$ cat src/design/lru_page_buffer_allocator_macros.svh
// Assertion macros for the LRU page buffer allocator.
// Used by the top level; no other dependencies.
`ifndef LRU_PAGE_BUFFER_ALLOCATOR_MACROS_SVH
`define LRU_PAGE_BUFFER_ALLOCATOR_MACROS_SVH
`ifndef NO_ASSERTIONS
// Same-cycle implication, disabled during reset.
`define LPBA_ASSERT_IMP(label, clk, rst_n, a, b) \
  label: assert property (@(posedge clk) disable iff (!(rst_n)) (a) |-> (b)) \
    else $error("lpba assertion failed");
// Next-cycle implication, disabled during reset.
`define LPBA_ASSERT_NXT(label, clk, rst_n, a, b) \
  label: assert property (@(posedge clk) disable iff (!(rst_n)) (a) |=> (b)) \
    else $error("lpba assertion failed");
`else
`define LPBA_ASSERT_IMP(label, clk, rst_n, a, b)
`define LPBA_ASSERT_NXT(label, clk, rst_n, a, b)
`endif
`endif

$ cat src/design/lpba_pkg.sv
// Shared types and constants for the LRU page buffer allocator.
// No dependencies.
`default_nettype none
package lpba_pkg;

  localparam int MAX_PAGES = 16;
  localparam int PAGE_W    = $clog2(MAX_PAGES);
  localparam int CNT_W     = $clog2(MAX_PAGES + 1);
  localparam int TBL_W     = 8;
  localparam int BLK_W     = 32;
  localparam int LEN_W     = 16;
  localparam int PSIZE_W   = 16;
  localparam int PIU_W     = 5;
  localparam int CFG_W     = 16;
  localparam int CFG_IDX_W = 1;
  localparam int IN_W      = 56;
  localparam int OUT_W     = 8;

  localparam logic [CFG_IDX_W-1:0] CFG_PAGE_SIZE    = 1'd0;
  localparam logic [CFG_IDX_W-1:0] CFG_PAGES_IN_USE = 1'd1;

  localparam logic [PSIZE_W-1:0] PAGE_SIZE_RST    = 16'd1024;
  localparam logic [PIU_W-1:0]   PAGES_IN_USE_RST = 5'd16;

  typedef enum logic [1:0] {
    STAT_FREE     = 2'd0,
    STAT_REPLACED = 2'd1,
    STAT_HIT      = 2'd2,
    STAT_TOO_LONG = 2'd3
  } status_t;

  typedef enum logic [1:0] {
    S_IDLE,
    S_SEARCH,
    S_UPDATE
  } state_t;

  typedef enum logic [1:0] {
    REC_NONE,
    REC_APPEND,
    REC_PROMOTE
  } rec_op_t;

  // Control from the sequencer to the recency list
  typedef struct packed {
    rec_op_t                op;
    logic [PAGE_W-1:0]      pos;
    logic [CNT_W-1:0]       fill;
  } rec_ctl_t;

  // Write request into the tag store
  typedef struct packed {
    logic                   we;
    logic [PAGE_W-1:0]      addr;
    logic [TBL_W-1:0]       tbl;
    logic [BLK_W-1:0]       blk;
  } tag_wr_t;

endpackage
`default_nettype wire

$ cat src/design/lru_page_buffer_allocator.sv
// LRU page buffer allocator top level: sequencer, config registers, result register.
// Depends on lpba_pkg, lpba_tag_store, lpba_recency and the assertion macro header.
//
// Usage:
//   Input channel in_*: one request per accepted beat, carrying table id, block number
//   and content length. Output channel out_*: exactly one result per request, with a
//   status code and the page number that now holds the block.
//   Configuration: cfg_we writes cfg_wdata into register cfg_index (0 page_size,
//   1 pages_in_use); write only while no request is outstanding.
//   Search: a too-long request, or any request into an empty pool, skips the tag
//   search and goes straight to the update state. Otherwise the tag search walks the
//   recency list one page per cycle through a single tag comparator, stopping at the
//   first match or at the last filled position, so at most 16 pages are examined.
//   in_tready is high only while the sequencer is idle.
//   The result sits in an output register; the next request is accepted and
//   searched while it waits, but is not committed until that result is taken.
//   Reset: page_size returns to 1024, pages_in_use to 16, and the pool is emptied
//   (fill count zero); tag and recency contents are left as they are.
`default_nettype none
`include "lru_page_buffer_allocator_macros.svh"
module lru_page_buffer_allocator (
  input  wire logic                              clk,
  input  wire logic                              rst_n,
  input  wire logic                              in_tvalid,
  output logic                                   in_tready,
  // [7:0] table_id, [39:8] block_number, [55:40] content_length
  input  wire logic [lpba_pkg::IN_W-1:0]         in_tdata,
  output logic                                   out_tvalid,
  input  wire logic                              out_tready,
  // [1:0] status, [5:2] page_number, [7:6] zero
  output logic [lpba_pkg::OUT_W-1:0]             out_tdata,
  input  wire logic                              cfg_we,
  input  wire logic [lpba_pkg::CFG_IDX_W-1:0]    cfg_index,
  input  wire logic [lpba_pkg::CFG_W-1:0]        cfg_wdata
);

  lpba_pkg::state_t state_r, state_nxt;

  logic [lpba_pkg::PSIZE_W-1:0] page_size_r;
  logic [lpba_pkg::PIU_W-1:0]   pages_in_use_r;
  logic [lpba_pkg::CNT_W-1:0]   fill_r;
  logic [lpba_pkg::CNT_W-1:0]   pos_r;
  logic                         hit_r;
  logic                         too_long_r;
  logic [lpba_pkg::TBL_W-1:0]   req_tbl_r;
  logic [lpba_pkg::BLK_W-1:0]   req_blk_r;
  logic                         out_valid_r;
  lpba_pkg::status_t            out_status_r;
  logic [lpba_pkg::PAGE_W-1:0]  out_page_r;

  logic [lpba_pkg::TBL_W-1:0]   in_tbl;
  logic [lpba_pkg::BLK_W-1:0]   in_blk;
  logic [lpba_pkg::LEN_W-1:0]   in_len;
  logic                         in_accept;
  logic                         in_too_long;
  logic                         match;
  logic                         search_last;
  logic                         commit;
  logic                         out_free;
  logic [lpba_pkg::CNT_W-1:0]   capacity;
  logic                         pool_full;
  logic [lpba_pkg::PAGE_W-1:0]  rd_page;
  lpba_pkg::status_t            res_status;
  logic [lpba_pkg::PAGE_W-1:0]  res_page;
  lpba_pkg::rec_ctl_t           rec_ctl;
  lpba_pkg::tag_wr_t            tag_wr;

  assign in_tbl = in_tdata[7:0];
  assign in_blk = in_tdata[39:8];
  assign in_len = in_tdata[55:40];

  assign in_accept   = in_tvalid && in_tready;
  assign in_too_long = in_len > page_size_r;
  assign search_last = (pos_r == fill_r - lpba_pkg::CNT_W'(1));
  assign out_free    = !out_valid_r || out_tready;

  // Effective pool size: zero acts as one, clamp at the built size
  always_comb begin
    priority if (pages_in_use_r == '0) begin
      capacity = lpba_pkg::CNT_W'(1);
    end else if (pages_in_use_r > lpba_pkg::PIU_W'(lpba_pkg::MAX_PAGES)) begin
      capacity = lpba_pkg::CNT_W'(lpba_pkg::MAX_PAGES);
    end else begin
      capacity = lpba_pkg::CNT_W'(pages_in_use_r);
    end
  end
  assign pool_full = fill_r >= capacity;

  // Next-state logic
  always_comb begin
    state_nxt = state_r;
    unique case (state_r)
      lpba_pkg::S_IDLE: begin
        if (in_accept) begin
          state_nxt = (in_too_long || fill_r == '0) ? lpba_pkg::S_UPDATE
                                                    : lpba_pkg::S_SEARCH;
        end
      end
      lpba_pkg::S_SEARCH: begin
        if (match || search_last) state_nxt = lpba_pkg::S_UPDATE;
      end
      lpba_pkg::S_UPDATE: begin
        if (out_free) state_nxt = lpba_pkg::S_IDLE;
      end
      default: state_nxt = lpba_pkg::S_IDLE;
    endcase
  end

  // Output and control decode
  always_comb begin
    in_tready  = 1'b0;
    commit     = 1'b0;
    res_status = lpba_pkg::STAT_TOO_LONG;
    res_page   = '0;
    rec_ctl.op   = lpba_pkg::REC_NONE;
    rec_ctl.pos  = pos_r[lpba_pkg::PAGE_W-1:0];
    rec_ctl.fill = fill_r;
    tag_wr.we   = 1'b0;
    tag_wr.addr = fill_r[lpba_pkg::PAGE_W-1:0];
    tag_wr.tbl  = req_tbl_r;
    tag_wr.blk  = req_blk_r;
    unique case (state_r)
      lpba_pkg::S_IDLE: begin
        in_tready = 1'b1;
      end
      lpba_pkg::S_SEARCH: ;
      lpba_pkg::S_UPDATE: begin
        commit = out_free;
        priority if (too_long_r) begin
          res_status = lpba_pkg::STAT_TOO_LONG;
        end else if (hit_r) begin
          // hit: promote the matched position
          res_status = lpba_pkg::STAT_HIT;
          res_page   = rd_page;
          if (out_free) rec_ctl.op = lpba_pkg::REC_PROMOTE;
        end else if (!pool_full) begin
          // miss with a never-used page left: take the next one
          res_status = lpba_pkg::STAT_FREE;
          res_page   = fill_r[lpba_pkg::PAGE_W-1:0];
          tag_wr.we  = out_free;
          if (out_free) rec_ctl.op = lpba_pkg::REC_APPEND;
        end else begin
          // miss with a full pool: evict the least recent page
          res_status  = lpba_pkg::STAT_REPLACED;
          rec_ctl.pos = '0;
          res_page    = rd_page;
          tag_wr.we   = out_free;
          tag_wr.addr = rd_page;
          if (out_free) rec_ctl.op = lpba_pkg::REC_PROMOTE;
        end
      end
      default: ;
    endcase
  end

  lpba_tag_store u_tags (
    .clk     (clk),
    .wr      (tag_wr),
    .rd_page (rd_page),
    .req_tbl (req_tbl_r),
    .req_blk (req_blk_r),
    .match   (match)
  );

  lpba_recency u_recency (
    .clk     (clk),
    .ctl     (rec_ctl),
    .rd_page (rd_page)
  );

  // Control registers
  always_ff @(posedge clk) begin
    if (!rst_n) begin
      state_r        <= lpba_pkg::S_IDLE;
      page_size_r    <= lpba_pkg::PAGE_SIZE_RST;
      pages_in_use_r <= lpba_pkg::PAGES_IN_USE_RST;
      fill_r         <= '0;
      out_valid_r    <= 1'b0;
    end else begin
      state_r <= state_nxt;
      if (cfg_we) begin
        unique case (cfg_index)
          lpba_pkg::CFG_PAGE_SIZE:    page_size_r    <= cfg_wdata[lpba_pkg::PSIZE_W-1:0];
          lpba_pkg::CFG_PAGES_IN_USE: pages_in_use_r <= cfg_wdata[lpba_pkg::PIU_W-1:0];
          default: ;
        endcase
      end
      if (commit && res_status == lpba_pkg::STAT_FREE) begin
        fill_r <= fill_r + lpba_pkg::CNT_W'(1);
      end
      if (commit) begin
        out_valid_r <= 1'b1;
      end else if (out_tready) begin
        out_valid_r <= 1'b0;
      end
    end
  end

  // Request and result payload registers
  always_ff @(posedge clk) begin
    if (in_accept) begin
      req_tbl_r  <= in_tbl;
      req_blk_r  <= in_blk;
      too_long_r <= in_too_long;
      hit_r      <= 1'b0;
      pos_r      <= '0;
    end else if (state_r == lpba_pkg::S_SEARCH) begin
      // hold the position on a match or at the last filled position, otherwise advance
      if (match) begin
        hit_r <= 1'b1;
      end else if (!search_last) begin
        pos_r <= pos_r + lpba_pkg::CNT_W'(1);
      end
    end
    if (commit) begin
      out_status_r <= res_status;
      out_page_r   <= res_page;
    end
  end

  assign out_tvalid = out_valid_r;
  assign out_tdata  = {2'b00, out_page_r, out_status_r};

  `LPBA_ASSERT_NXT(a_busy_after_accept, clk, rst_n, in_accept, !in_tready)
  `LPBA_ASSERT_IMP(a_fill_bounded, clk, rst_n, 1'b1, fill_r <= lpba_pkg::CNT_W'(lpba_pkg::MAX_PAGES))
  `LPBA_ASSERT_NXT(a_free_grows_fill, clk, rst_n, commit && res_status == lpba_pkg::STAT_FREE, fill_r == $past(fill_r) + lpba_pkg::CNT_W'(1))
  `LPBA_ASSERT_IMP(a_commit_needs_room, clk, rst_n, commit, !out_valid_r || out_tready)

endmodule
`default_nettype wire

$ cat src/design/lpba_tag_store.sv
// Per-page tag registers with one shared tag comparator.
// Depends on lpba_pkg.
`default_nettype none
module lpba_tag_store (
  input  wire logic                         clk,
  input  wire lpba_pkg::tag_wr_t            wr,
  input  wire logic [lpba_pkg::PAGE_W-1:0]  rd_page,
  input  wire logic [lpba_pkg::TBL_W-1:0]   req_tbl,
  input  wire logic [lpba_pkg::BLK_W-1:0]   req_blk,
  output logic                              match
);

  logic [lpba_pkg::TBL_W-1:0] tbl_r [lpba_pkg::MAX_PAGES];
  logic [lpba_pkg::BLK_W-1:0] blk_r [lpba_pkg::MAX_PAGES];

  always_ff @(posedge clk) begin
    if (wr.we) begin
      tbl_r[wr.addr] <= wr.tbl;
      blk_r[wr.addr] <= wr.blk;
    end
  end

  // Shared comparator: one page checked per cycle
  assign match = (tbl_r[rd_page] == req_tbl) && (blk_r[rd_page] == req_blk);

endmodule
`default_nettype wire

$ cat src/design/lpba_recency.sv
// Recency list: page numbers from least (position 0) to most recently used.
// Depends on lpba_pkg.
`default_nettype none
module lpba_recency (
  input  wire logic                          clk,
  input  wire lpba_pkg::rec_ctl_t            ctl,
  output logic [lpba_pkg::PAGE_W-1:0]        rd_page
);

  logic [lpba_pkg::PAGE_W-1:0] rec_r   [lpba_pkg::MAX_PAGES];
  logic [lpba_pkg::PAGE_W-1:0] rec_nxt [lpba_pkg::MAX_PAGES];
  logic [lpba_pkg::CNT_W-1:0]  last;

  assign rd_page = rec_r[ctl.pos];
  assign last    = ctl.fill - lpba_pkg::CNT_W'(1);

  always_comb begin
    for (int i = 0; i < lpba_pkg::MAX_PAGES; i++) begin
      rec_nxt[i] = rec_r[i];
      unique case (ctl.op)
        lpba_pkg::REC_APPEND: begin
          if (lpba_pkg::CNT_W'(i) == ctl.fill) rec_nxt[i] = ctl.fill[lpba_pkg::PAGE_W-1:0];
        end
        lpba_pkg::REC_PROMOTE: begin
          // shift the tail down by one, put the promoted page at the top
          if (lpba_pkg::CNT_W'(i) == last) begin
            rec_nxt[i] = rd_page;
          end else if (i < lpba_pkg::MAX_PAGES - 1 &&
                       lpba_pkg::CNT_W'(i) >= {1'b0, ctl.pos} &&
                       lpba_pkg::CNT_W'(i) < last) begin
            rec_nxt[i] = rec_r[(i + 1) % lpba_pkg::MAX_PAGES];
          end
        end
        default: ;
      endcase
    end
  end

  always_ff @(posedge clk) begin
    for (int i = 0; i < lpba_pkg::MAX_PAGES; i++) begin
      rec_r[i] <= rec_nxt[i];
    end
  end

endmodule
`default_nettype wire

$ cat config.mk
export PLATFORM = sky130hd
export DESIGN_NAME = lru_page_buffer_allocator
export DESIGN_NICKNAME = d
export VERILOG_FILES = /design/src/design/lpba_pkg.sv /design/src/design/lru_page_buffer_allocator.sv /design/src/design/lpba_tag_store.sv /design/src/design/lpba_recency.sv
export VERILOG_INCLUDE_DIRS = /design/src /design/src/design
export SDC_FILE = /design/constraint.sdc
export NUM_CORES = 1
export LEC_CHECK = 0
export BUFFER_PORTS_ARGS = -buffer_cell sky130_fd_sc_hd__buf_4
export CORE_ASPECT_RATIO = 1.75
export CORE_MARGIN = 2
export CORE_UTILIZATION = 30
export DETAILED_ROUTE_END_ITERATION = 10
export SETUP_SLACK_MARGIN = 0.2
export SKIP_CTS_REPAIR_TIMING = 1
export SYNTH_ARGS = -nofsm -noshare
export SYNTH_HDL_FRONTEND = slang
export SYNTH_SLANG_ARGS = --single-unit
$ cat constraint.sdc
create_clock -name clk -period 7.8 [get_ports clk]
set_input_delay 1.56 -clock clk [delete_from_list [all_inputs] [get_ports clk]]
set_output_delay 1.56 -clock clk [all_outputs]
set_load 0.01 [all_outputs]
# After elaboration in Yosys (flattened, before gate mapping)
# Memories as Yosys holds them, arrays and structs flattened.
# Index checks and enable logic that the tools add are counted.
# word_totals
register_bits	82
latchBits	0
mem_bits_rw	704
mem_bits_ro	0
inputBits	78
output_inout_bits	10
wordCells	226
n_memories	3
# op_classes
add_sub_neg	3
mul	0
n_div	0
order_cmp	33
eq_ne	43
n_shift	0
n_mux	93
bitwise	4
n_reduce_logical	35
# mem_list
name	depth	width	read_ports	rd_clocked_by_memory_dff	write_ports	line_no	source
u_tags.blk_r	16	32	1	0	1	lpba_tag_store.sv:14	logic [lpba_pkg::BLK_W-1:0] blk_r [lpba_pkg::MAX_PAGES];
u_tags.tbl_r	16	8	1	0	1	lpba_tag_store.sv:13	logic [lpba_pkg::TBL_W-1:0] tbl_r [lpba_pkg::MAX_PAGES];
u_recency.rec_r	16	4	16	0	16	lpba_recency.sv:10	logic [lpba_pkg::PAGE_W-1:0] rec_r [lpba_pkg::MAX_PAGES];
# ops
op	count
4-bit two-way mux	51
4-bit case mux with 2 select lines	16
4-bit by 5-bit == test with 1-bit output (first input constant)	16
3-bit by 5-bit == test with 1-bit output (first input constant)	8
4-bit by 5-bit < comparator with 1-bit output (first input constant)	7
32-bit == test	1
4-bit >= comparator (first input constant)	7
5-bit two-way mux	5
2-bit by 5-bit == test with 1-bit output (first input constant)	4
3-bit by 5-bit < comparator with 1-bit output (first input constant)	4
2-bit two-way mux	10
1-bit logical AND	18
3-bit by 4-bit >= comparator with 1-bit output (first input constant)	4
16-bit greater-than comparator	1
5-bit zero test	3
6-bit two-way mux	2
5-bit by 1-bit adder with 5-bit output (second input constant)	2
1-bit by 5-bit == test with 1-bit output (first input constant)	2
1-bit by 5-bit < comparator with 1-bit output (first input constant)	2
2-bit by 5-bit < comparator with 1-bit output (first input constant)	2
2-bit != test (second input constant)	5
3-bit AND reduction	3
8-bit == test	1
1-bit by 4-bit >= comparator with 1-bit output (first input constant)	2
17 further kinds	35

# Longest topological paths before layout
# Gate-level depths: netlist (run 1).
# An unclocked memory read counts as a cell.
# depth
word_depth	15
ltp_mapped	24
mapped_depth_nobuf	19

# Modules after synthesis
# Synthesis (run 1) repeated with hierarchy kept, for this count alone.
# unflattened
cells_unflattened	1977
hier_area_um2	33706.1
# modules_own_cells
module	instances	cells_each	area_each_um2	seq_area_each_um2
lpba_tag_store	1	1155	25238.0	19218.4
lpba_recency	1	478	4719.5	1921.8
lru_page_buffer_allocator	1	344	3748.6	2112.0

# Worst setup path before layout (run 1)
# No wires, ideal clock.
# synth_path
path_kind	register to register
from	reg fill_r[0] (netlist name)
to	mem u_tags.blk_r[4][0] (netlist name), enable pin
setup_ns	0.437
t_arrival_ns	5.091
path_slack_ns	2.272
stages_incl_launch_ff	17
period_less_slack_ns	5.528
path_cell_list	dfxtp_1 > clkbuf_1 > inv_1 > ha_1 > nor2b_1 > o21ai_1 > o21ai_1 > buf_2 > o21ai_1 > and3_1 > buf_2 > buf_2 > buf_1 > clkbuf_1 > a21boi_0 > nand3_1 > nor2_1
# synth_via
elab_chain_len	10
# synth_lines
item	line_no	source
start, declared	lru_page_buffer_allocator.sv:41	logic [lpba_pkg::CNT_W-1:0] fill_r;
start signal, assigned	lru_page_buffer_allocator.sv:189	fill_r <= fill_r + lpba_pkg::CNT_W'(1);
5-bit >= comparator	lru_page_buffer_allocator.sv:87	assign pool_full = fill_r >= capacity;
4-bit two-way mux	lru_page_buffer_allocator.sv:136	end else if (!pool_full) begin
4-bit two-way mux	lru_page_buffer_allocator.sv:131	end else if (hit_r) begin
6-bit two-way mux	lru_page_buffer_allocator.sv:129	priority if (too_long_r) begin
6-bit two-way mux	lru_page_buffer_allocator.sv:122	unique case (state_r)
memory read 16 x 4 bit	n/a	
4-bit two-way mux	lru_page_buffer_allocator.sv:136	
5-bit two-way mux	lru_page_buffer_allocator.sv:131	
5-bit two-way mux	lru_page_buffer_allocator.sv:129	
5-bit two-way mux (*)	lru_page_buffer_allocator.sv:122	
end, declared	lpba_tag_store.sv:14	
# Mark *: on every way between the ends. The rest lies on a longest branch, timed or not.

# Worst setup path after layout (run 1)
# layout_path
from	reg fill_r[0] (netlist name)
to	reg state_r[1]
# layout_via
word_cells_on_any_way	21
cone_classes	add/sub (1); order compare (1); eq/ne (4); mux (7); reduce/logical (5); memory (3)
# layout_lines
item	line_no	source
5-bit by 1-bit subtractor with 5-bit output	n/a	
via u_recency.last (one bit)	lpba_recency.sv:12	logic [lpba_pkg::CNT_W-1:0] last;
5-bit == test	lru_page_buffer_allocator.sv:74	assign search_last = (pos_r == fill_r - lpba_pkg::CNT_W'(1));
1-bit logical OR	lru_page_buffer_allocator.sv:100	if (match || search_last) state_nxt = lpba_pkg::S_UPDATE;
2-bit != test (no line)	n/a	
3-bit AND reduction (no line)	n/a	
end signal, assigned	lru_page_buffer_allocator.sv:174	state_r <= lpba_pkg::S_IDLE;
end signal, assigned	lru_page_buffer_allocator.sv:180	state_r <= state_nxt;
end, declared	lru_page_buffer_allocator.sv:37	lpba_pkg::state_t state_r, state_nxt;
# The timed path passes the listed nets, and every way through them passes these cells. The select of a mux whose other input is x is not followed.
# A chain may end at the register's enable or synchronous reset.

==> results.toml, run 1 <==
[outcome]
outcome = "finished, final reports clean"

[global_routing]
grt_pass1_wl_um = 133000
grt_max_degree = 100
antenna_found_initial = 3
overflow = 0
grt_pass1_vias = 20545
grtUsageTotal_pct = 16.1

[timing]
fin_tns_setup_ps = 0
finalHoldViolCount = 0
worst_pin_slew_ps = 1210
slew_violations = 0
period_needed_ps = 7280
rsz0062_at_grt = "false"
finalCritPeriodShare_pct = 93.3
slew_headroom_pct = 19.3
max_freq_mhz = 137
fin_skew_ps = 34.3
fin_ws_ps = 523
setup_violations = 0

[clocking]
cts-root-buf = "clkbuf_16"
clock_latency_ps = 660
cts_buffer_depth = 3
cts_made_buffers = 69
htree_num_levels = 3
cts_tree = "built"
clkTransAtPathRegs_ps = 70
cts_sinks = 786

[critical_path]
crit_type = "reg2reg"
crit_arrival_ps = 7860
slowest_stage = "and3_4"
required_ps = 8380
crit_chain = "buf_4, inv_1, ha_1, nor2b_1, o21ai_1, o21ai_1, buf_4, a31oi_1, and3_4, buf_4, buf_4, mux2i_1, o22ai_1, nor4_1, xnor2_1, nor4_1, buf_4, nand4_1, nor4_2, a21oi_2, o32a_1, nor3b_2"
timing.rr.end = "state_r[1]"
critPathCaptureType = "flip-flop"
worstSetupStartpointType = "flip-flop"
cp_slowest_stage_delay_ps = 810
path_common_cell = "buf_4"
crit_start = "fill_r[0]"
worstPathMaxFanout = 50
r2r_slack_ps = 520
reg2regPathDepth = 22
worstSetupEndpoint = "state_r[1]"
rr_startpoint = "fill_r[0]"

[finish]
final_cell_mix = "edfxtp_1 (751), nand2_1 (275), mux2i_1 (232), a21oi_1 (211), buf_4 (143)"
area_growth_pct = 14.9
nets = 2556
layout_commonest_cell = "edfxtp_1"
fin_area_um2 = 38000
fin_cells = 3971
drive_above_1_share_pct = 12.5

[pwr]
power_frac_comb_pct = 7.9
power_density_nw_per_um2 = 239
power_switching_mw = 2.12
pwr-share-clk_pct = 39.5
vdd_ir_drop_max_uv = 156
power.total_mw = 9.10
p_seq_share_pct = 52.6
internal_power_mw = 6.98
swShare_pct = 23.3
p_leak_nw = 13.0

[route]
viasPerCell = 5.09
routed-via-count = 20216
drt_first_pass_iters = 6
wire_per_inst_um = 23.1
ant_nets = 0
drtIter0Drc = 1742
drc = 0
routed_wl_um = 91700

[die]
core_area_um2 = 110000
die_x_um = 255
start_util_pct = 30.2
die_h_um = 444
die_area_um2 = 113000
rows = 161
io_pins = 88

[placement]
io_buffer_count = 85
gp_congestion = 0.955
place_inst = 3843
dpl_worst_slack_ps = 515
hpwl_um = 56400
post_dp_cell_area_um2 = 35700

[logic_synthesis]
postSynth.asyncResetShare_pct = 0
synth_area_leader_cell = "edfxtp_1"
ys.flop_type = "edfxtp_1"
syn_area_per_cell_um2 = 14.0
yosysSeqAreaShare_pct = 70.2
synth_seq_cells = 786
synth.area.top_cells = "edfxtp_1 (68%), mux2i_1 (7.0%), a21oi_1 (3.2%), nand2_1 (3.1%), dfxtp_1 (2.1%)"
syn_area_um2 = 33100
synth.top_cell.area_share_pct = 68.1
yosysUniqueCellTypes = 64
postSynthCellCount = 2368
ys_warn_count = 0
synth_edf_count = 751

[worst_hold_path]
min_path_type = "reg2reg"

[flow_run]
drv_cap = 0
-- power groups by stage --
stage          combinational [mW]  clock, mW  sequential [mW]
5_1_grt                     0.778       3.81             4.79
3_3_place_gp                0.722          0             4.87
2_1_floorplan               0.482          0             4.84
6_report                    0.722       3.59             4.79
3_5_place_dp                0.726          0             4.88
4_1_cts                     0.729       3.66             4.78
-- worst min path at each step --
stage,startpoint,endpoint,slack [ps],depth (start not counted)
floorplan,page_size_r[11],page_size_r[11],440,2
global placement,page_size_r[11],page_size_r[11],450,2
detailed placement,page_size_r[12],page_size_r[12],460,2
CTS,page_size_r[12],page_size_r[12],470,2
global route,page_size_r[3],page_size_r[3],490,2
finish,page_size_r[12],page_size_r[12],460,2
-- state kept, by name, summed over array words and instances (netlist names) --
signal and count:
hit_r 1, out_page_r 4, req_blk_r 32, req_tbl_r 8
u_tags.tbl_r 128, too_long_r 1, u_recency.rec_r 64, pos_r 5
fill_r 5, out_status_r 2, page_size_r 16, pages_in_use_r 5
u_tags.blk_r 512, state_r 2, out_tvalid 1
-- cell usage after synthesis, types with 13 or more instances --
library cell    n
o21ai_0        38
edfxtp_1      751
xnor2_1        38
inv_1          35
clkbuf_1       76
a21boi_0       21
a22o_1         14
ha_1           31
a22oi_1        24
a21oi_1       211
buf_1          18
nand3_1        65
xor2_1         14
mux2i_1       232
a221oi_1       14
nor2b_1        13
buf_2          40
dfxtp_1        35
nand4_1        16
nor2_1        127
o22ai_1        99
nor4_1         23
nand2_1       275
-- logic make-up (layout without fill, tap and decap cells) --
group	Yosys count	in the layout	synth area share, %
AO/OA/AOI/OAI	501	501	9.41
flip-flops	786	786	70.2
adder cells (fa/ha/maj)	31	31	1.17
buffers and inverters	178	312	2.32
AND/OR/NAND/NOR	576	576	7.84
XOR/XNOR	52	52	1.38
other	1	3	0.0113
multiplexers	243	243	7.66
-- final cells by class --
type | count | area, µm²
clock buffers | 84 | 1860
flip-flops and latches | 786 | 23300
inverters | 36 | 136
diodes | 1 | 2.50
multi-input cells | 1405 | 9280
well taps | 1467 | 1840
clock inverters | 43 | 492
repair buffers | 149 | 1190
fillers | 10530 | 71700
-- layer usage --
layer | share of wire, % | track usage [%]
met1 | 36 | 17.3
met2 | 54 | 29.9
met3 | 4.6 | 2.47
met4 | 4.9 | 8.21
met5 | 0.0087 | 0
-- worst max-delay path: cells and delay by family, from the launching register on --
family          cells  cell delay [ps]
xor+xnor            1              120
buf+inv             6             1510
flops               1              320
simple gates        7             2980
compound gates      6             1770
fa+ha+maj           1              240
mux                 1              190
-- stage by stage --
| stage | hold WS [ps] | util, % |
|---|---|---|
| after floorplan | 443 | - |
| after global placement | 453 | 32.5 |
| after detailed placement | 458 | 32.5 |
| after CTS | 467 | 34.7 |
| after global routing | 489 | 34.7 |
| final | 459 | 34.7 |
Power figures use the tool's default switching activity.
==> inputs of run 2 (changes only) <==
Settings changed: PLACE_DENSITY from default to 0.53.
==> results.toml, run 2 (same netlist as run 1, synthesis figures left out) <==
[outcome]
outcome = "finished, final reports clean"

[die]
rows = 161
die_x_um = 255
die_area_um2 = 113000
core_area_um2 = 110000
die_h_um = 444
io_pins = 88
start_util_pct = 30.2

[global_routing]
grtUsageTotal_pct = 16.6
overflow = 0
antenna_found_initial = 1
grt_pass1_vias = 20974
grt_max_degree = 95
grt_pass1_wl_um = 138000

[finish]
final_cell_mix = "edfxtp_1 (751), nand2_1 (275), mux2i_1 (232), a21oi_1 (211), buf_4 (150)"
diodes = 0
largest_register_ffs = 512
multi_input_comb_area_um2 = 9270
seqCellArea_um2 = 23300
fin_util_pct = 34.8
biggestRegsByFlops = "u_tags.blk_r: 512 flops, u_tags.tbl_r: 128 flops, u_recency.rec_r: 64 flops"
layout_commonest_cell = "edfxtp_1"
fill_cells = 10565
area_growth_pct = 15.3
nets = 2571
drive_above_1_share_pct = 12.9
fin_cells = 3987
largest_register = "u_tags.blk_r"

[critical_path]
crit_arrival_ps = 7330
cp_num_cells = 21
cp_slowest_stage_delay_ps = 790
reg2regPathDepth = 21
worstSetupStartpointType = "flip-flop"
crit_chain = "buf_4, inv_1, ha_1, nor2b_1, o21ai_1, o21ai_1, buf_4, a31oi_1, and3_4, buf_12, mux2i_1, mux2i_1, mux2i_1, xnor2_1, o31ai_1, nand4_1, nor4_2, buf_4, a21oi_2, xnor2_1, nor2_1"
critPathCaptureType = "flip-flop"
required_ps = 8310
worst-path-buf-inv = 5
slowest_stage = "o31ai_1"
crit_family = "compound AO/OA/AOI/OAI gates"
worstPathMaxFanout = 51
crit_type = "reg2reg"

[worst_hold_path]
whs_path_depth = 2
min_path_type = "reg2reg"

[timing]
rsz0062_at_grt = "false"
finalCritPeriodShare_pct = 87.4
fin_skew_ps = 21.3
finalHoldViolCount = 0
max_freq_mhz = 147
fin_tns_setup_ps = 0
worst_pin_slew_ps = 1300
slew_headroom_pct = 13.0
slew_violations = 0
timing.hold.ws_ps = 464
period_needed_ps = 6820
setup_violations = 0

[clocking]
cts_tree = "built"
clkTransAtPathRegs_ps = 60
cts_made_buffers = 76
cts_sinks = 786
clock_latency_ps = 670
htree_num_levels = 3
cts-root-buf = "clkbuf_16"
cts_buffer_depth = 3

[route]
viasPerCell = 5.12
routed-via-count = 20411
routed_wl_um = 94900
drt_first_pass_iters = 5
drc = 0
wire_per_inst_um = 23.8
drtIter0Drc = 1571
ant_nets = 0

[pwr]
vdd_ir_drop_max_uv = 153
power_density_nw_per_um2 = 240
power.total_mw = 9.18
p_leak_nw = 13.0

[placement]
io_buffer_count = 85
gp_congestion = 0.922
hpwl_um = 57600
place_inst = 3851

[flow_run]
drv_cap = 0
## run 2: cell count changes in the layout (fill, tap and decap cells not counted), moves of 3 or more
cell,previous run,this run
buf_4,143,150
bufinv_16,9,5
clkbuf_1,11,14
clkbuf_16,72,77
clkinv_1,11,14
## run 2: layout make-up
class / instances / share of cell area (%)
timing repair buffer: 157 / 3.32
clock inverter: 44 / 1.15
tap: 1467 / 4.81
inverter: 36 / 0.354
multi-input combinational: 1405 / 24.3
sequential: 786 / 60.9
clock buffer: 92 / 5.22
## run 2: final timing paths
check	start	endpoint	slack, ps
worst max register to register	fill_r[0]	pos_r[0]	980
worst min register to register	page_size_r[12]	page_size_r[12]	460
worst min-delay path	page_size_r[12]	page_size_r[12]	460
worst max-delay path	fill_r[0]	pos_r[0]	980
## run 2: worst reg2reg max path, delay by kind of cell, from the launching register on
family	cells	cell delay [ps]
AO/OA/AOI/OAI	5	2050
XOR/XNOR	2	310
adder cells (fa/ha/maj)	1	330
buffers and inverters	5	1300
flip-flops	1	310
multiplexers	3	540
AND/OR/NAND/NOR	5	1840
## run 2: stage by stage
step | cell area, µm² | worst slack [ps]
floorplan | 33100 | 2270
global placement | 35800 | 910
detailed placement | 35800 | 883
CTS | 38200 | 837
global route | 38200 | 650
finish | 38200 | 981
## run 2: layer usage
layer,global-route usage [%],up-vias,wire [µm]
met5,0,-,0
met1,18.6,10349,35600
met3,2.12,188,3850
met4,8.18,0,4450
li1,-,9223,-
met2,30.6,651,51000
## run 2: power by group
part           leakage [nW]  total (mW)  switching, mW  internal, mW
logic                  4.82       0.743          0.469         0.274
registers              7.06        4.78         0.0832          4.70
clock network          1.17        3.65           1.64          2.01
